**config.mk**
```make
export PLATFORM = sky130hd
export DESIGN_NAME = i2c_master_status_sequencer
export DESIGN_NICKNAME = d
export VERILOG_FILES = /design/src/rtl/i2cms_pkg.sv /design/src/rtl/i2cms_store.sv /design/src/rtl/i2cms_seq.sv /design/src/rtl/i2c_master_status_sequencer.sv
export SDC_FILE = /design/constraint.sdc
export NUM_CORES = 1
export LEC_CHECK = 0
export CAP_MARGIN = 20
export CORE_MARGIN = 8
export CORE_UTILIZATION = 54
export CTS_BUF_LIST = sky130_fd_sc_hd__clkbuf_4 sky130_fd_sc_hd__clkbuf_8
export DETAILED_ROUTE_END_ITERATION = 7
export DONT_BUFFER_PORTS = 1
export PLACE_DENSITY = 0.69
export SETUP_SLACK_MARGIN = 0.1
export SLEW_MARGIN = 25
export SYNTH_ARGS = -nofsm -noshare
export SYNTH_HDL_FRONTEND = slang
export SYNTH_SLANG_ARGS = --single-unit
```
**constraint.sdc**
```tcl
create_clock -name clk -period 7.5 [get_ports clk]
set_clock_uncertainty 0.05 [all_clocks]
set_input_delay 1.125 -clock clk [delete_from_list [all_inputs] [get_ports clk]]
set_output_delay 1.125 -clock clk [all_outputs]
set_load 0.05 [all_outputs]
```
**src/rtl/i2cms_pkg.sv**
```systemverilog
`timescale 1ns / 1ps
// ----------------------------------------------------------------------------
// i2cms_pkg
// shared types and codes of the i2c master status sequencer
// ----------------------------------------------------------------------------
package i2cms_pkg;

  // operation select of an input beat
  localparam logic [1:0] FUNC_LOAD   = 2'd0;
  localparam logic [1:0] FUNC_START  = 2'd1;
  localparam logic [1:0] FUNC_STATUS = 2'd2;
  localparam logic [1:0] FUNC_READ   = 2'd3;

  // configuration register indexes
  localparam logic CFG_WRITE_COUNT = 1'b0;
  localparam logic CFG_READ_COUNT  = 1'b1;

  localparam int COUNT_W = 6;

  // controller status codes
  localparam logic [7:0] ST_START_TX     = 8'h08;
  localparam logic [7:0] ST_RSTART_TX    = 8'h10;
  localparam logic [7:0] ST_SLA_W_ACK    = 8'h18;
  localparam logic [7:0] ST_SLA_W_NACK   = 8'h20;
  localparam logic [7:0] ST_DATA_TX_ACK  = 8'h28;
  localparam logic [7:0] ST_DATA_TX_NACK = 8'h30;
  localparam logic [7:0] ST_ARB_LOST     = 8'h38;
  localparam logic [7:0] ST_SLA_R_ACK    = 8'h40;
  localparam logic [7:0] ST_SLA_R_NACK   = 8'h48;
  localparam logic [7:0] ST_DATA_RX_ACK  = 8'h50;
  localparam logic [7:0] ST_DATA_RX_NACK = 8'h58;

  // controller commands of one beat
  typedef struct packed {
    logic tx_load;
    logic set_ack;
    logic clear_ack;
    logic set_stop;
    logic set_start;
    logic clear_irq;
    logic rd_sel;
    logic overrun;
  } cmd_t;

endpackage

```
**src/rtl/i2cms_store.sv**
```systemverilog
`timescale 1ns / 1ps
// ----------------------------------------------------------------------------
// i2cms_store
// byte store with one write port and one registered read port
// ----------------------------------------------------------------------------
module i2cms_store #(
  parameter int DEPTH = 32,
  parameter int AW    = 5
) (
  input  logic          clk,
  input  logic          we,
  input  logic [AW-1:0] waddr,
  input  logic [7:0]    wdata,
  input  logic          re,
  input  logic [AW-1:0] raddr,
  output logic [7:0]    rdata_r
);

  logic [7:0] mem [DEPTH];

  always_ff @(posedge clk) begin
    if (we) begin
      mem[waddr] <= wdata;
    end
    if (re) begin
      rdata_r <= mem[raddr];
    end
  end

endmodule

```
**src/rtl/i2cms_seq.sv**
```systemverilog
`timescale 1ns / 1ps
// ----------------------------------------------------------------------------
// i2cms_seq
// operation decode, status code handling and buffer positions
// ----------------------------------------------------------------------------
module i2cms_seq #(
  parameter int BUF_DEPTH = 32,
  parameter int AW        = 5,
  parameter int PW        = 6
) (
  input  logic                        clk,
  input  logic                        rst_n,
  input  logic                        acc,
  input  logic [1:0]                  func,
  input  logic [4:0]                  index,
  input  logic [7:0]                  status_code,
  input  logic [i2cms_pkg::COUNT_W-1:0] write_count,
  input  logic [i2cms_pkg::COUNT_W-1:0] read_count,
  output i2cms_pkg::cmd_t             cmd,
  output logic                        send_we,
  output logic [AW-1:0]               send_waddr,
  output logic                        send_re,
  output logic [AW-1:0]               send_raddr,
  output logic                        recv_we,
  output logic [AW-1:0]               recv_waddr,
  output logic                        recv_re,
  output logic [AW-1:0]               recv_raddr
);

  localparam int CW = ((PW > i2cms_pkg::COUNT_W) ? PW : i2cms_pkg::COUNT_W) + 1;

  logic [PW-1:0] send_pos_r, send_pos_nxt;
  logic [PW-1:0] recv_pos_r, recv_pos_nxt;
  logic          idx_ok, send_ok, recv_ok, wr_done;

  assign idx_ok  = (32'(index) < 32'(BUF_DEPTH));
  assign send_ok = (send_pos_r < PW'(BUF_DEPTH));
  assign recv_ok = (recv_pos_r < PW'(BUF_DEPTH));
  assign wr_done = (CW'(send_pos_r) >= CW'(write_count));

  always_comb begin
    logic send_next;
    logic recv_one;
    logic ack_choice;
    send_next    = 1'b0;
    recv_one     = 1'b0;
    ack_choice   = 1'b0;
    cmd          = '0;
    send_we      = 1'b0;
    send_re      = 1'b0;
    recv_we      = 1'b0;
    recv_re      = 1'b0;
    send_waddr   = AW'(index);
    recv_raddr   = AW'(index);
    send_raddr   = AW'(send_pos_r);
    recv_waddr   = AW'(recv_pos_r);
    send_pos_nxt = send_pos_r;
    recv_pos_nxt = recv_pos_r;

    case (func)
      i2cms_pkg::FUNC_LOAD: begin
        send_we     = idx_ok;
        cmd.overrun = !idx_ok;
      end
      i2cms_pkg::FUNC_START: begin
        send_pos_nxt  = '0;
        recv_pos_nxt  = '0;
        cmd.set_start = 1'b1;
      end
      i2cms_pkg::FUNC_STATUS: begin
        cmd.clear_irq = 1'b1;
        case (status_code)
          i2cms_pkg::ST_START_TX, i2cms_pkg::ST_RSTART_TX,
          i2cms_pkg::ST_SLA_W_ACK: begin
            send_next = 1'b1;
          end
          i2cms_pkg::ST_DATA_TX_ACK: begin
            if (wr_done) begin
              cmd.set_ack  = 1'b1;
              cmd.set_stop = 1'b1;
            end else begin
              send_next = 1'b1;
            end
          end
          i2cms_pkg::ST_SLA_W_NACK, i2cms_pkg::ST_DATA_TX_NACK,
          i2cms_pkg::ST_SLA_R_NACK: begin
            cmd.set_ack  = 1'b1;
            cmd.set_stop = 1'b1;
          end
          i2cms_pkg::ST_ARB_LOST: begin
            cmd.set_ack   = 1'b1;
            cmd.set_start = 1'b1;
          end
          i2cms_pkg::ST_SLA_R_ACK: begin
            ack_choice = 1'b1;
          end
          i2cms_pkg::ST_DATA_RX_ACK: begin
            recv_one   = 1'b1;
            ack_choice = 1'b1;
          end
          i2cms_pkg::ST_DATA_RX_NACK: begin
            recv_one     = 1'b1;
            cmd.set_ack  = 1'b1;
            cmd.set_stop = 1'b1;
          end
          default: begin
            cmd.clear_irq = 1'b0;
          end
        endcase
      end
      default: begin
        recv_re     = idx_ok;
        cmd.rd_sel  = idx_ok;
        cmd.overrun = !idx_ok;
      end
    endcase

    if (send_next) begin
      cmd.set_ack = 1'b1;
      if (send_ok) begin
        cmd.tx_load  = 1'b1;
        send_re      = 1'b1;
        send_pos_nxt = send_pos_r + PW'(1);
      end else begin
        cmd.overrun = 1'b1;
      end
    end

    if (recv_one) begin
      if (recv_ok) begin
        recv_we      = 1'b1;
        recv_pos_nxt = recv_pos_r + PW'(1);
      end else begin
        cmd.overrun = 1'b1;
      end
    end

    // ack decision looks at the position after this beat's store
    if (ack_choice) begin
      if ((CW'(recv_pos_nxt) + CW'(1)) < CW'(read_count)) begin
        cmd.set_ack = 1'b1;
      end else begin
        cmd.clear_ack = 1'b1;
      end
    end

    if (!acc) begin
      send_we      = 1'b0;
      send_re      = 1'b0;
      recv_we      = 1'b0;
      recv_re      = 1'b0;
      send_pos_nxt = send_pos_r;
      recv_pos_nxt = recv_pos_r;
    end
  end

  always_ff @(posedge clk) begin
    if (!rst_n) begin
      send_pos_r <= '0;
      recv_pos_r <= '0;
    end else begin
      send_pos_r <= send_pos_nxt;
      recv_pos_r <= recv_pos_nxt;
    end
  end

  // positions never pass the buffer depth
  a_send_pos_bound: assert property (@(posedge clk) disable iff (!rst_n)
    send_pos_r <= PW'(BUF_DEPTH))
    else $error("send position past buffer depth");

  a_recv_pos_bound: assert property (@(posedge clk) disable iff (!rst_n)
    recv_pos_r <= PW'(BUF_DEPTH))
    else $error("receive position past buffer depth");

  a_start_clears: assert property (@(posedge clk) disable iff (!rst_n)
    acc && func == i2cms_pkg::FUNC_START |=> send_pos_r == '0 && recv_pos_r == '0)
    else $error("start did not clear positions");

endmodule

```
**src/rtl/i2c_master_status_sequencer.sv**
```systemverilog
`timescale 1ns / 1ps
// ----------------------------------------------------------------------------
// i2c_master_status_sequencer
// status code driven sequencer of an i2c master controller
// ----------------------------------------------------------------------------
// usage
//   input channel (in_valid / in_stall) carries one beat per operation:
//   load a transmit byte, start a transfer, handle a controller status code,
//   or read back a received byte. every input beat yields exactly one
//   result beat on the output channel (out_valid / out_stall) holding the
//   controller commands, the read-back byte and the overrun flag.
//   cfg_* writes write_count (index 0) and read_count (index 1); cfg_ready
//   is always high. write configuration only while the block is idle.
//   a result passes the registered read port of the buffers (the read stage)
//   and then the output register; throughput one beat per cycle while the
//   receiver does not stall.
//   when the receiver stalls, the output register holds and one more beat
//   is still taken into the read stage; in_stall rises only once both
//   stages are full.
//   reset clears both buffer positions, both counts and the pipeline; the
//   byte buffers are not cleared and read as unknown until written.
// ----------------------------------------------------------------------------
module i2c_master_status_sequencer #(
  parameter int BUF_DEPTH = 32
) (
  input  logic       clk,
  input  logic       rst_n,
  // input channel
  input  logic       in_valid,
  output logic       in_stall,
  input  logic [1:0] in_func,
  input  logic [4:0] in_index,
  input  logic [7:0] in_byte_in,
  input  logic [7:0] in_status_code,
  // result channel
  output logic       out_valid,
  input  logic       out_stall,
  output logic [7:0] out_tx_byte,
  output logic       out_tx_load,
  output logic       out_set_ack,
  output logic       out_clear_ack,
  output logic       out_set_stop,
  output logic       out_set_start,
  output logic       out_clear_irq,
  output logic [7:0] out_read_byte,
  output logic       out_overrun,
  // configuration channel
  input  logic       cfg_valid,
  output logic       cfg_ready,
  input  logic       cfg_index,
  input  logic [i2cms_pkg::COUNT_W-1:0] cfg_data
);

  // buffer address and position widths (position can hold the depth)
  localparam int AW = (BUF_DEPTH > 1) ? $clog2(BUF_DEPTH) : 1;
  localparam int PW = $clog2(BUF_DEPTH + 1);

  // configuration registers
  logic [i2cms_pkg::COUNT_W-1:0] write_count_r;
  logic [i2cms_pkg::COUNT_W-1:0] read_count_r;

  // pipeline control
  logic            acc;
  logic            s1_en;
  logic            out_en;
  logic            s1_valid_r;
  i2cms_pkg::cmd_t s1_cmd_r;
  i2cms_pkg::cmd_t cmd;

  // buffer ports
  logic          send_we, send_re, recv_we, recv_re;
  logic [AW-1:0] send_waddr, send_raddr, recv_waddr, recv_raddr;
  logic [7:0]    send_rdata, recv_rdata;

  // result register
  logic       out_valid_r;
  logic [7:0] out_tx_byte_r, out_read_byte_r;
  logic       out_tx_load_r, out_set_ack_r, out_clear_ack_r, out_set_stop_r;
  logic       out_set_start_r, out_clear_irq_r, out_overrun_r;

  assign cfg_ready = 1'b1;

  always_ff @(posedge clk) begin
    if (!rst_n) begin
      write_count_r <= '0;
      read_count_r  <= '0;
    end else if (cfg_valid) begin
      if (cfg_index == i2cms_pkg::CFG_WRITE_COUNT) begin
        write_count_r <= cfg_data;
      end else begin
        read_count_r <= cfg_data;
      end
    end
  end

  // each stage moves when the stage after it has room
  assign out_en   = !out_valid_r || !out_stall;
  assign s1_en    = !s1_valid_r || out_en;
  assign in_stall = !s1_en;
  assign acc      = in_valid && s1_en;

  i2cms_seq #(
    .BUF_DEPTH (BUF_DEPTH),
    .AW        (AW),
    .PW        (PW)
  ) u_seq (
    .clk         (clk),
    .rst_n       (rst_n),
    .acc         (acc),
    .func        (in_func),
    .index       (in_index),
    .status_code (in_status_code),
    .write_count (write_count_r),
    .read_count  (read_count_r),
    .cmd         (cmd),
    .send_we     (send_we),
    .send_waddr  (send_waddr),
    .send_re     (send_re),
    .send_raddr  (send_raddr),
    .recv_we     (recv_we),
    .recv_waddr  (recv_waddr),
    .recv_re     (recv_re),
    .recv_raddr  (recv_raddr)
  );

  // transmit buffer: loaded by index, read at the send position
  i2cms_store #(
    .DEPTH (BUF_DEPTH),
    .AW    (AW)
  ) u_send_store (
    .clk     (clk),
    .we      (send_we),
    .waddr   (send_waddr),
    .wdata   (in_byte_in),
    .re      (send_re),
    .raddr   (send_raddr),
    .rdata_r (send_rdata)
  );

  // receive buffer: written at the receive position, read back by index
  i2cms_store #(
    .DEPTH (BUF_DEPTH),
    .AW    (AW)
  ) u_recv_store (
    .clk     (clk),
    .we      (recv_we),
    .waddr   (recv_waddr),
    .wdata   (in_byte_in),
    .re      (recv_re),
    .raddr   (recv_raddr),
    .rdata_r (recv_rdata)
  );

  // read stage: commands wait here while the buffer read completes;
  // buffer read data only changes on accept, so it stays aligned
  always_ff @(posedge clk) begin
    if (!rst_n) begin
      s1_valid_r <= 1'b0;
    end else if (s1_en) begin
      s1_valid_r <= in_valid;
    end
  end

  always_ff @(posedge clk) begin
    if (acc) begin
      s1_cmd_r <= cmd;
    end
  end

  // output register
  always_ff @(posedge clk) begin
    if (!rst_n) begin
      out_valid_r <= 1'b0;
    end else if (out_en) begin
      out_valid_r <= s1_valid_r;
    end
  end

  always_ff @(posedge clk) begin
    if (out_en && s1_valid_r) begin
      out_tx_byte_r   <= s1_cmd_r.tx_load ? send_rdata : 8'h00;
      out_read_byte_r <= s1_cmd_r.rd_sel  ? recv_rdata : 8'h00;
      out_tx_load_r   <= s1_cmd_r.tx_load;
      out_set_ack_r   <= s1_cmd_r.set_ack;
      out_clear_ack_r <= s1_cmd_r.clear_ack;
      out_set_stop_r  <= s1_cmd_r.set_stop;
      out_set_start_r <= s1_cmd_r.set_start;
      out_clear_irq_r <= s1_cmd_r.clear_irq;
      out_overrun_r   <= s1_cmd_r.overrun;
    end
  end

  assign out_valid     = out_valid_r;
  assign out_tx_byte   = out_tx_byte_r;
  assign out_tx_load   = out_tx_load_r;
  assign out_set_ack   = out_set_ack_r;
  assign out_clear_ack = out_clear_ack_r;
  assign out_set_stop  = out_set_stop_r;
  assign out_set_start = out_set_start_r;
  assign out_clear_irq = out_clear_irq_r;
  assign out_read_byte = out_read_byte_r;
  assign out_overrun   = out_overrun_r;

  // a stalled input means both stages hold a beat
  a_stall_full: assert property (@(posedge clk) disable iff (!rst_n)
    in_stall |-> s1_valid_r && out_valid_r)
    else $error("input stalled with room in the pipeline");

  // ack and nack are never requested together
  a_ack_excl: assert property (@(posedge clk) disable iff (!rst_n)
    out_valid_r |-> !(out_set_ack_r && out_clear_ack_r))
    else $error("set and clear ack in one result");

  // a loaded byte always comes with ack set and the interrupt cleared, never with overrun
  a_load_ack: assert property (@(posedge clk) disable iff (!rst_n)
    out_valid_r && out_tx_load_r |-> out_set_ack_r && !out_overrun_r
      && out_clear_irq_r)
    else $error("byte load without ack or with overrun");

  // no transmit byte shown unless it is loaded
  a_byte_zero: assert property (@(posedge clk) disable iff (!rst_n)
    out_valid_r && !out_tx_load_r |-> out_tx_byte_r == 8'h00)
    else $error("transmit byte without load");

endmodule

```
-- Word-level counts from Yosys, hierarchy flattened
Memory sizes are Yosys's and may differ from the RTL's. A register that Yosys moved wholly into a read port is not among the register bits.
Index checks and enable logic that the tools add are counted.
- register bits: 57
- bits in writable memories: 512
- input bits: 35
- output and inout port bits: 26
- logic and storage cells: 106
- memories: 2
- $add $sub $neg: 3
- order comparisons: 4
- equality and inequality tests: 13
- muxes and demuxes: 42
- bitwise gates (word level): 1
- reductions and logical operators: 18
- memory list (memory ; words ; bits a word ; read ports ; clocked after Yosys merged registers in ; write ports ; RTL line ; source):
    u_recv_store.mem ; 32 ; 8 ; 1 ; 1 ; 1 ; i2cms_store.sv:19 ; logic [7:0] mem [DEPTH];
    u_send_store.mem ; 32 ; 8 ; 1 ; 1 ; 1 ; i2cms_store.sv:19 ;
- operator list (operator ; count):
    6-bit two-way mux ; 6
    8-bit by 6-bit == test with 1-bit output, second input constant ; 4
    8-bit by 7-bit == test with 1-bit output, second input constant ; 4
    1-bit two-way mux ; 31
    8-bit by 5-bit == test with 1-bit output, second input constant ; 2
    6-bit by 1-bit adder with 6-bit output, second input constant ; 2
    6-bit less-than comparator, second input constant ; 2
    11-bit OR reduction ; 1
    8-bit by 4-bit == test with 1-bit output, second input constant ; 1
    1-bit case mux with 2 select lines ; 4
    6-bit by 1-bit adder with 7-bit output, second input constant ; 1
    7-bit by 6-bit less-than comparator with 1-bit output ; 1
    6-bit greater-or-equal comparator ; 1
    3-bit OR reduction ; 2
    5-bit OR reduction ; 1
    1-bit zero test ; 4
    2-bit AND reduction ; 2
    2-bit OR reduction ; 2
    4-bit OR reduction ; 1
    2-bit by 1-bit == test with 1-bit output, second input constant ; 1
    2-bit == test, second input constant ; 1
    1-bit logical AND ; 2
    2-bit zero test ; 1
    1-bit logical OR ; 2
    other kinds (2) ; 2

-- Logic depth before layout (Yosys ltp)
Gate-level depths: netlist of the first run.
- depth after elaboration: 9
- mapped depth: 14
- depth with buffers taken out: 13

-- Modules after synthesis
Synthesis of the first run repeated with hierarchy kept, for this count alone.
- cells, all modules: 1144
- area, all modules: 23401.2 um^2
- by module, submodules not included (module ; instances ; cells each ; area each (um^2) ; seq. area each (um^2)):
    i2cms_store ; 2 ; 417 ; 10133.5 ; 7927.6
    i2c_master_status_sequencer ; 1 ; 105 ; 1590.3 ; 1211.2
    i2cms_seq ; 1 ; 205 ; 1544.0 ; 240.2

-- Worst setup path before layout of the first run
Ideal clock, no wire load.
- kind: input -> register
- from: in in_status_code[4]
- to: reg s1_cmd_r[6] (netlist name), data pin
- setup time: 0.261 ns
- arrival: 3.371 ns
- required time: 7.189 ns
- slack: 3.818 ns
- stages on the path: 11
- buffers on the path: 2
- cells stage by stage: clkbuf_1 nor2b_1 and4_1 buf_2 mux2i_1 o211ai_1 nor2b_1 ha_1 o21ai_0 o311a_1 o311a_1
- RTL lines (what ; RTL line ; source):
    from (decl) ; i2c_master_status_sequencer.sv:34 ; input logic [7:0] in_status_code,
    to (signal assigned) ; i2c_master_status_sequencer.sv:166 ; s1_cmd_r <= cmd;
    to (decl) ; i2c_master_status_sequencer.sv:67 ; i2cms_pkg::cmd_t s1_cmd_r;

-- Final worst setup path of the first run
- from: reg u_seq.send_pos_r[3]
- to: reg u_send_store.rdata_r[3] (read register of u_send_store.mem), enable pin
- cells in the longest elaborated chain, start to end: 6
- elaborated cells on any way between the ends: 8
- those cells by class: order compare: 2; mux: 6
- ends and longest elaborated chain (what ; RTL line ; source):
    from (decl) ; i2cms_seq.sv:32 ; logic [PW-1:0] send_pos_r, send_pos_nxt;
    from (signal assigned) ; i2cms_seq.sv:162 ; send_pos_r <= send_pos_nxt;
    6-bit greater-or-equal comparator ; i2cms_seq.sv:39 ; assign wr_done = (CW'(send_pos_r) >= CW'(write_count));
    1-bit two-way mux ; i2cms_seq.sv:78 ; if (wr_done) begin
    1-bit case mux with 2 select lines ; i2cms_seq.sv:72 ; case (status_code)
    1-bit two-way mux ; i2cms_seq.sv:60 ; case (func)
    1-bit two-way mux * ; i2cms_seq.sv:118 ; if (send_next) begin
    1-bit two-way mux * ; i2cms_seq.sv:147 ; if (!acc) begin
    named net send_re ; i2c_master_status_sequencer.sv:71 ; logic send_we, send_re, recv_we, recv_re;
    to (decl) ; i2cms_store.sv:16 ; output logic [7:0] rdata_r
Mark *: on every way through the listed nets, which the timed path passes. The rest lies on a longest branch.
A chain may end at the register's enable or synchronous reset.

==> results of run 1 <==
==> worst reg2reg max path: stages (launching register included) <==
cell	delay, ps
dfxtp_1	1010
ha_1	370
and3_1	180
a221oi_1	490
a21boi_1	180
nor4_1	430
and2_1	420
==> through the flow <==
step | cell area (um^2) | util [%] | cells | worst slack [ps] | hold WS, ps
global route | 25400 | 59.5 | 1822 | 3820 | 414
CTS | 25400 | 59.5 | 1822 | 3930 | 392
finish | 25400 | 59.5 | 1822 | 4030 | 391
floorplan | 23100 | - | 1171 | 3820 | 350
detailed placement | 23600 | 55.2 | 1661 | 3590 | 381
global placement | 23600 | 55.2 | 1661 | 3650 | 373
==> state kept, by name, indices dropped and copies added (netlist names), 6 cells and up <==
register and count:
out_read_byte 8, u_send_store.rdata_r 8, u_seq.recv_pos_r 6, read_count_r 6, write_count_r 6, s1_cmd_r 8, u_send_store.mem 256, u_seq.send_pos_r 6
u_recv_store.mem 256, out_tx_byte 8, u_recv_store.rdata_r 8
==> layer usage <==
metal,share of wire [%],vias up,track usage [%]
met5,0,-,0
met1,44,5772,27.8
met4,2.3,0,6.58
li1,-,4872,-
met2,46,489,28.8
met3,7.8,77,4.62
==> area by class of cell <==
type	count	area, um^2	share of cell area (%)
flip-flops and latches	585	17300	68.2
clock inverters	43	323	1.27
well taps	546	683	2.69
repair buffers	5	37.5	0.148
inverters	24	90.1	0.355
multi-input cells	501	5460	21.5
clock buffers	118	1480	5.83
==> worst max path at each step <==
stage                                    to  slack, ps  cells past startpoint
finish              u_send_store.rdata_r[3]       4030                      6
global route        u_send_store.rdata_r[2]       3820                      8
CTS                 u_send_store.rdata_r[7]       3930                      8
detailed placement              s1_cmd_r[6]       3590                      9
global placement                s1_cmd_r[6]       3650                      9
floorplan                       s1_cmd_r[6]       3820                     11
==> kinds of logic after synthesis <==
| family | after synthesis |
|---|---|
| compound gates | 85 |
| mux | 163 |
| fa+ha+maj | 20 |
| simple gates | 228 |
| buf+inv | 85 |
| flops | 585 |
| other cells | 1 |
| xor+xnor | 4 |
==> cells in the final DEF, fill, tap and decap left out, types with 19 or more instances in the layout <==
cell / count
clkbuf_8: 95
clkinv_1: 28
inv_1: 23
edfxtp_1: 559
ha_1: 20
a22oi_1: 38
clkbuf_4: 23
dfxtp_1: 24
nand3_1: 22
and2_1: 19
mux4_2: 144
nor2_1: 91
nand2_1: 32
==> power by group <==
group	internal, W	leakage, nW	switching [W]
Combinational	0.0000571	1.62	0.0000628
Sequential	0.00360	5.26	0.0000293
Clock	0.00146	0.934	0.00119
==> summary.md, run 1 <==
| Metric | Value |
|---|---|
| Worst Path Buf+Inv | `0` |
| Row cnt | `76` |
| Post-route setup TNS | `0 ps` |
| Largest family of logic cells by synthesized area | `multiplexers` |
| Residual DRC | `0` |
| Final worst path period share | `a little under half` |
| DP HPWL | `~29000 um` |
| CTS tree | `built` |
| Clock Path Buffers | `3` |
| Worst path slowest cell | `dfxtp_1` |
| Total power | `approximately 0.0064 W` |
| Max incr delay on CP | `approximately 1000 ps` |
| Synth warnings | `0` |
| Pwr dens | `252 nW/um^2` |
| Period minus WS final | `3470 ps` |
| Share of flip-flops with an asynchronous set or reset | `0%` |
| Cts bufs inserted | `92` |
| Cell variety after synth | `between 50 and 60` |
| Compound-Gate Fraction of Synth Area | `2.54%` |
| Arrival time at the worst endpoint | `3710 ps` |
| Cts hold-fix bufs | `0` |
| Vias in the first global route | `between 10000 and 15000` |
| First-pass GRT wire length | `between 70000 and 80000 um` |
| Initial core utilization | `54.2%` |
| Top-count cell post-synth | `edfxtp_1` |
| Maxcap violations | `0` |
| Htree depth | `3` |
| Critical Path, Cell by Cell | `ha_1, and3_1, a221oi_1, a21boi_1, nor4_1, and2_1` |
| CP required | `7740 ps` |
| Initial antenna violation count | `0` |
| Global route total overflow | `0` |
| # IOs | `61` |
| Post-synth top flop | `edfxtp_1` |
| Mux cell area share after synthesis | `around 15%` |
| Gpl congestion | `about 0.81` |
| Initial DRC Count | `~1200` |
| Achievable Freq | `just under 300 MHz` |
| Largest cells by area after synthesis | `edfxtp_1, mux4_2, dfxtp_1, nor2_1, a22oi_1` |
| Clock-pin slew on the worst setup and hold paths | `roughly 60 ps` |
| Commonest cells post-synth | `edfxtp_1, mux4_2, nor2_1, a22oi_1, nand2_1` |
| Synth area leader | `edfxtp_1` |
| Die W | `223 um` |
| Worst R2R Path Depth | `6` |
| Diodes inserted | `0` |
| Worst reg2reg setup slack | `between 4000 and 5000 ps` |
| CP Class | `reg2reg` |
| Mapped Nets | `around 1200` |
| Post-Synth XOR/XNOR Area | `less than 1%` |
| Skew-Pair Late Insertion Delay | `between 600 and 700 ps` |
| Post-Syn Area | `23100 um^2` |
| Post-DR vias/cell | `~6.2` |
| WL/cell | `roughly 26 um` |
| IO buf count | `0` |
| Register area share after synthesis | `approximately 75%` |
| Die area | `roughly 50000 um^2` |
| Core ar. | `between 40000 and 50000 um^2` |
| Hold endpoint | `out_set_stop` |
| Crit Reg-Reg Startpoint | `u_seq.send_pos_r[3]` |
| Critical Path Start | `u_seq.send_pos_r[3]` |
| Synth top area share | `between 70 and 80%` |
| Hold crit path type | `reg2reg` |
| CP Capture Type | `flop` |
| Drt pass-1 iters | `5` |
| Post-synth EDFFs | `roughly 560` |
| Hold path startpoint | `s1_cmd_r[4]` |
| Global-route usage over all layers | `between 10% and 20%` |
| Clk sink count | `585` |
| Post-synthesis simple-gate area fraction | `just under 5%` |
| Max Slew Vio Count | `0` |
| Fill count | `roughly 3000` |
| Final nets | `roughly 1300` |
| Fin. Hold Viols | `0` |
| Share of layout cells above drive strength 1 | `23.7%` |
| FF-to-FF End | `u_send_store.rdata_r[3]` |
| Startpoint Class | `flop` |
| Final setup viols | `0` |
| Largest net degree at the start of global routing | `between 60 and 70` |
| Layout area overhead | `9.78%` |
| Hold Path Cell Cnt | `0` |
| Post-CTS setup buffers | `0` |
| Post-Synthesis Cells | `between 1000 and 1500` |
| Seq cells post-synth | `between 500 and 600` |
| Worst-Margin Slew | `around 1000 ps` |
| IR Drop Worst-Case VDD | `155 uV` |
| Die Ht | `around 220 um` |
| CTS root buf | `clkbuf_8` |
| Largest delay share family, worst path | `simple AND/OR/NAND/NOR gates` |
| Synth Area per Inst | `~20 um^2` |
| Max FO, Critical Path | `23` |
| Post-route ant nets | `0` |
| Post-Synth Adder-Cell Area | `approximately 1.1%` |
| DR vias | `~11000` |
| LEAKAGE | `a little under 8 nW` |
| Worst rel slew slack | `29.9%` |
| Run status | `completed` |
| WL final | `around 48000 um` |
| CTS-repair resized insts | `0` |
| RSZ-0062 raised after global routing | `no` |
Note: power is estimated with default switching activity, not from simulation.
==> run 2, diff against run 1 <==
clock period = 3.5 ns   (was 7.5 ns; I/O delays follow)
==> run 2 against run 1 <==
Compared with the run above:
- global-route usage grew 0.46 points
- fmax rose by 7.8%
- first-iteration DRC count down 6.7%
- register-to-register slack worse by 3700 ps
- clock-buffer cell count grew 11
- hold slack lost 320 ps
- largest cell class unchanged
==> summary.md, run 2 (synthesized netlist as in run 1, its figures left out) <==
| Metric | Value |
|---|---|
| Run status | `completed` |
| Largest net degree at the start of global routing | `69 (unchanged)` |
| Commonest non-fill, non-tap cell in the layout | `edfxtp_1` |
| Max FO, Critical Path | `10 (-57%)` |
| Residual DRC | `0 (unchanged)` |
| CP Capture Type | `flop` |
| Maxcap violations | `0 (unchanged)` |
| CP Class | `reg2reg` |
| Hold crit path type | `in2reg` |
| CTS tree | `built` |
| Cts bufs inserted | `90 (-2.2%)` |
| Initial antenna violation count | `0 (unchanged)` |
| Fin. Hold Viols | `0 (unchanged)` |
| CP required | `3860 ps (-3880 ps)` |
| Row cnt | `76 (unchanged)` |
| Worst rel slew slack | `41.7% (+12 points)` |
| Critical Path Start | `u_seq.recv_pos_r[0]` |
| LEAKAGE | `8.31 nW (+6.2%)` |
| Minimum hold slack | `69.3 ps (-322 ps)` |
| Top Registers | `u_recv_store.mem x256, u_send_store.mem x256` |
| Vias in the first global route | `11700 (+3.4%)` |
| Max incr delay on CP | `370 ps (-640 ps)` |
| Period minus WS final | `3220 ps (-252 ps)` |
| CTS root buf | `clkbuf_8` |
| Pwr dens | `523 nW/um^2 (+110%)` |
| WL final | `48600 um (+1.4%)` |
| GRT met3 Usage | `4.06% (-0.56 points)` |
| Critical Path, Cell by Cell | `buf_4, ha_1, nand3_1, xor2_1, mux2i_1, o211ai_1, nor2b_1, ha_1, o21ai_0, o311a_1, o311a_1` |
| Achievable Freq | `311 MHz (+7.8%)` |
| Fill count | `2966 (-1.6%)` |
| Die W | `223 um (unchanged)` |
| Post-route ant nets | `0 (unchanged)` |
| Setup WS pre-CTS | `182 ps (-3410 ps)` |
| IR Drop Worst-Case VDD | `401 uV (+160%)` |
| IO buf count | `0 (unchanged)` |
| Busiest layer in global routing | `met2` |
| Initial DRC Count | `1138 (-6.7%)` |
| Clk sink count | `585 (unchanged)` |
| Hold path startpoint | `in_func[1]` |
| Met2 GRT Util | `31.0% (+2.1 points)` |
| Post-CTS setup buffers | `0 (unchanged)` |
| Layout area overhead | `13.2%` |
| Skew-Pair Late Insertion Delay | `660 ps (+20 ps)` |
| Drt pass-1 iters | `6 (+1)` |
| Worst Path Buf+Inv | `1 (+1)` |
| Global route total overflow | `0 (unchanged)` |
| Worst-Margin Slew | `871 ps (-179 ps)` |
| RSZ-0062 raised after global routing | `no` |
| DP HPWL | `29100 um (+1.5%)` |
| Global-route usage over all layers | `19.7% (+0.46 points)` |
| Crit Reg-Reg Startpoint | `u_seq.recv_pos_r[0]` |
| Max Slew Vio Count | `0 (unchanged)` |
| Clock Path Buffers | `3 (unchanged)` |
| Htree depth | `3 (unchanged)` |
| # IOs | `61 (unchanged)` |
| Final nets | `1343 (+6.3%)` |
| Post-DR vias/cell | `6.09 (-0.97%)` |
| Worst path slowest cell | `o311a_1` |
| Startpoint Class | `flop` |
| Core ar. | `42700 um^2 (unchanged)` |
| Clock-pin slew on the worst setup and hold paths | `60 ps (about the same)` |
| Die area | `49700 um^2 (unchanged)` |
| Fin worst setup slack | `285 ps (-3750 ps)` |
| Gpl congestion | `0.848 (+5.2%)` |
| Final worst path period share | `91.9% (+46 points)` |
| Initial core utilization | `54.2% (unchanged)` |
| Arrival time at the worst endpoint | `3570 ps (-140 ps)` |
| Total power | `0.0137 W (+110%)` |
| Share of layout cells above drive strength 1 | `28.1% (+4.4 points)` |
| First-pass GRT wire length | `74100 um (+2.6%)` |
| WL/cell | `25.6 um (-2.8%)` |
| Commonest non-fill, non-tap cells in the layout | `edfxtp_1, mux4_2, clkbuf_8` |
| DR vias | `11600 (+3.3%)` |
| Die Ht | `223 um (unchanged)` |
| Met1 usage | `27.4% (-0.33 points)` |
| Final setup viols | `0 (unchanged)` |
| Largest delay share family, worst path | `compound AO/OA/AOI/OAI gates` |
| Post-route setup TNS | `0 ps (unchanged)` |
[run 2: final cells by class]
type | count | area (um^2) | area share, %
inverters | 24 | 90.1 | 0.344
multi-input cells | 501 | 5470 | 20.9
diodes | 1 | 2.50 | 0.00956
clock inverters | 29 | 183 | 0.698
well taps | 546 | 683 | 2.61
repair buffers | 86 | 863 | 3.30
flip-flops and latches | 585 | 17300 | 66.1
clock buffers | 129 | 1580 | 6.02
[run 2: metal layers]
metal / vias up / share of wire (%)
met3: 97 / 6.7
met4: 0 / 2.6
met1: 5998 / 42
met5: - / 0
li1: 5033 / -
met2: 455 / 48
[run 2: metrics by stage]
stage                     cells  util, %  instance area [um^2]
final                      1901     61.3                 26200
after global routing       1900     61.3                 26200
after CTS                  1900     61.3                 26200
after detailed placement   1721     56.4                 24100
after global placement     1721     56.4                 24100
after floorplan            1171        -                 23100
[run 2: where the power goes]
group          total (W)  internal (W)  switching, W
Clock            0.00551       0.00298       0.00254
Sequential       0.00777       0.00771     0.0000597
Combinational   0.000405      0.000162      0.000244
Total             0.0137        0.0108       0.00284
[run 2: final timing paths]
check	to	slack, ps	depth (start not counted)
min	s1_cmd_r[1]	70	1
max reg2reg	s1_cmd_r[6]	280	11
min reg2reg	out_set_start	370	0
max	s1_cmd_r[6]	280	11
[run 2: repair_timing]
item / in CTS / in global routing
hold endpoints to repair: 532 / 0
hold buffers: 21 / 0
gates resized for setup: 0 / 2
endpoints found under the setup margin: 0 / 9
==> run 3, diff against run 2 <==
ABC_AREA = 1   (was unset)
==> run 3 against run 2 <==
Compared with the run above:
- register-to-register slack better by 470 ps
- clock power is essentially flat
- synthesized cell count up 49%
- die area up 0.29%
- worst setup slack gained 470 ps
- largest cell class unchanged
- first-iteration DRC count grew 36%
- total power grew 1.0%
- critical endpoint is now u_send_store.rdata_r[3]
- clock-buffer cell count is 3 lower
- cell area increased by 0.14%
- highest routed layer unchanged
- sequential cell count stayed put
==> summary.md, run 3 <==
| Metric | Value |
|---|---|
| First-pass GRT wire length | `85300 um (+15%)` |
| Diodes inserted | `0 (-1)` |
| FF-to-FF End | `u_send_store.rdata_r[3]` |
| Largest cells by area after synthesis | `edfxtp_1, a22oi_1, nor2_1, o21ai_0, nand2_1` |
| Met2 routed WL | `26800 um (+14%)` |
| Vias in the first global route | `14400 (+23%)` |
| Crit Reg-Reg Startpoint | `u_seq.send_pos_r[1]` |
| Maxcap violations | `0 (unchanged)` |
| Initial DRC Count | `1551 (+36%)` |
| Post-route setup TNS | `0 ps (unchanged)` |
| Layout area overhead | `13.0%` |
| Seq cells post-synth | `585 (unchanged)` |
| Htree depth | `3 (unchanged)` |
| Drt pass-1 iters | `5 (-1)` |
| Post-synth EDFFs | `559 (unchanged)` |
| Arrival time at the worst endpoint | `3100 ps (-470 ps)` |
| Post-DR vias/cell | `5.97 (-2.0%)` |
| Global route total overflow | `0 (unchanged)` |
| Fin util | `61.4% (+0.085 points)` |
| Hold crit path type | `in2reg` |
| Commonest non-fill, non-tap cells in the layout | `edfxtp_1, nor2_1, nand2_1` |
| Critical Path Start | `u_seq.send_pos_r[1]` |
| Cell variety after synth | `41 (-28%)` |
| Clock Path Buffers | `3 (unchanged)` |
| Achievable Freq | `365 MHz (+17%)` |
| Startpoint Class | `flop` |
| WL/cell | `23.2 um (-9.3%)` |
| Pwr dens | `527 nW/um^2 (+0.90%)` |
| LEAKAGE | `8.90 nW (+7.1%)` |
| Post-route ant nets | `0 (unchanged)` |
| Largest delay share family, worst path | `buffers and inverters` |
| Worst Path Buf+Inv | `3 (+2)` |
| CP Class | `reg2reg` |
| IR Drop Worst-Case VDD | `482 uV (+20%)` |
| Global-route usage over all layers | `22.4% (+2.7 points)` |
| Worst-Margin Slew | `910 ps (+39.2 ps)` |
| Share of flip-flops with an asynchronous set or reset | `0% (unchanged)` |
| Post-Synthesis Cells | `1739 (+49%)` |
| Max Slew Vio Count | `0 (unchanged)` |
| Fin. Hold Viols | `0 (unchanged)` |
| Largest net degree at the start of global routing | `68 (-1.4%)` |
| Die W | `223 um (+0.15%)` |
| Top Registers | `u_recv_store.mem x256, u_send_store.mem x256` |
| Max FO, Critical Path | `32 (+22)` |
| Area of placed instances | `24200 um^2 (+0.39%)` |
| Post-Syn Area | `23200 um^2 (+0.31%)` |
| Top-count cell post-synth | `edfxtp_1` |
| Hold endpoint | `write_count_r[2]` |
| Row cnt | `76 (unchanged)` |
| CTS-repair resized insts | `0 (unchanged)` |
| DR vias | `14600 (+26%)` |
| Critical Path, Cell by Cell | `inv_1, buf_4, o21ai_1, o22ai_1, nand2_1, nand3_1, o21ai_1, inv_1` |
| Synth Area per Inst | `13.3 um^2 (-32%)` |
| Synth warnings | `0 (unchanged)` |
| Die area | `49800 um^2 (+0.29%)` |
| Commonest non-fill, non-tap cell in the layout | `edfxtp_1` |
| IO buf count | `0 (unchanged)` |
| Fill count | `3250 (+9.6%)` |
| Share of layout cells above drive strength 1 | `14.2% (-14 points)` |
| Total power | `0.0138 W (+1.0%)` |
| Initial core utilization | `54.3% (+0.17 points)` |
| Mapped Nets | `1794 (+46%)` |
| DP HPWL | `34500 um (+19%)` |
| Worst R2R Path Depth | `8 (-3)` |
| Commonest cells post-synth | `edfxtp_1, nor2_1, nand2_1, o21ai_0, a22oi_1` |
| Minimum hold slack | `58.5 ps (-10.8 ps)` |
| Post-synth top flop | `edfxtp_1` |
| Core ar. | `42700 um^2 (unchanged)` |
| Synth area leader | `edfxtp_1` |
| CP Capture Type | `flop` |
| Max Used Layer | `met4` |
| Clock-pin slew on the worst setup and hold paths | `60 ps (about the same)` |
| Finished Cell Area | `26200 um^2 (+0.14%)` |
| WL met3 | `4380 um (+35%)` |
| Hold path startpoint | `cfg_data[2]` |
| Synth top area share | `72.4% (-0.23 points)` |
| Run status | `completed` |
| Max incr delay on CP | `660 ps (+290 ps)` |
| Skew-Pair Late Insertion Delay | `680 ps (+20 ps)` |
| RSZ-0062 raised after global routing | `no` |
| Period minus WS final | `2740 ps (-474 ps)` |
| CP required | `3860 ps (about the same)` |
| Final setup viols | `0 (unchanged)` |
| Gpl congestion | `0.874 (+3.1%)` |
| Die Ht | `223 um (+0.15%)` |
| Worst rel slew slack | `39.2% (-2.5 points)` |
| Register area share after synthesis | `74.6% (-0.23 points)` |
| Residual DRC | `0 (unchanged)` |
| Cts bufs inserted | `92 (+2.2%)` |
| Initial antenna violation count | `0 (unchanged)` |
| Worst reg2reg setup slack | `760 ps (+470 ps)` |
| Final worst path period share | `78.3% (-14 points)` |
| Worst path slowest cell | `dfxtp_2` |
| Clk sink count | `585 (unchanged)` |
| CTS tree | `built` |
| CTS root buf | `clkbuf_8` |
| Final nets | `1893 (+41%)` |
| WL final | `56700 um (+17%)` |
| # IOs | `61 (unchanged)` |
| M1 WL | `23200 um (+13%)` |
| Hold Path Cell Cnt | `2 (+1)` |
-- run 3: what timing repair did --
| item | CTS | global route |
|---|---|---|
| endpoints found under the hold margin | 529 | 0 |
| hold buffers | 18 | 0 |
| setup buffers | 0 | 0 |
-- run 3: power by group --
part / leakage, nW / internal (W) / switching (W)
Combinational: 2.72 / 0.000140 / 0.000383
Clock: 0.912 / 0.00296 / 0.00257
Sequential: 5.26 / 0.00771 / 0.0000659
-- run 3: cell families (layout without fill, tap and decap cells) --
group                      count (synthesis)  in the layout  share of synthesized area [%]
AOI/OAI and AO/OA                        467            467                           12.4
xor gates and xnor gates                   5              5                          0.189
DFF                                      585            585                           74.6
other                                      1              1                         0.0162
buffers and inverters                    193            357                           3.29
and+or+nand+nor                          468            468                           8.46
adders and majority gates                 20             20                           1.08
-- run 3: layer usage --
| metal | vias up | GRT usage, % |
|---|---|---|
| li1 | 6703 | - |
| met3 | 132 | 5.66 |
| met5 | - | 0 |
| met1 | 7160 | 29.3 |
| met4 | 0 | 10.2 |
| met2 | 636 | 35.3 |
-- run 3: final cells by class --
| type | count | area [um^2] | share of cell area [%] |
|---|---|---|---|
| clock buffer | 126 | 1530 | 5.83 |
| tap | 546 | 683 | 2.61 |
| sequential | 585 | 17300 | 66.0 |
| clock inverter | 33 | 210 | 0.802 |
| inverter | 96 | 362 | 1.38 |
| multi-input combinational | 961 | 5160 | 19.7 |
| timing repair buffer | 102 | 963 | 3.68 |
-- run 3: worst max path at each step --
stage | end | slack, ps | depth (start not counted)
final | u_send_store.rdata_r[3] | 760 | 8
after global routing | u_send_store.rdata_r[3] | 610 | 8
after CTS | u_send_store.rdata_r[3] | 780 | 8
after detailed placement | s1_cmd_r[6] | 630 | 19
after global placement | s1_cmd_r[6] | 650 | 20
after floorplan | s1_cmd_r[6] | 850 | 20
-- run 3: through the flow --
step	instances	setup WS [ps]
after floorplan	1739	852
after global placement	2272	647
after detailed placement	2272	631
after CTS	2449	783
after global routing	2449	613
final	2449	759
-- run 3: worst reg2reg max path: cells and delay by family (launching register included) --
kind	cells	cell delay [ps]
buf+inv	3	1000
flops	1	660
compound gates	3	470
simple gates	2	290
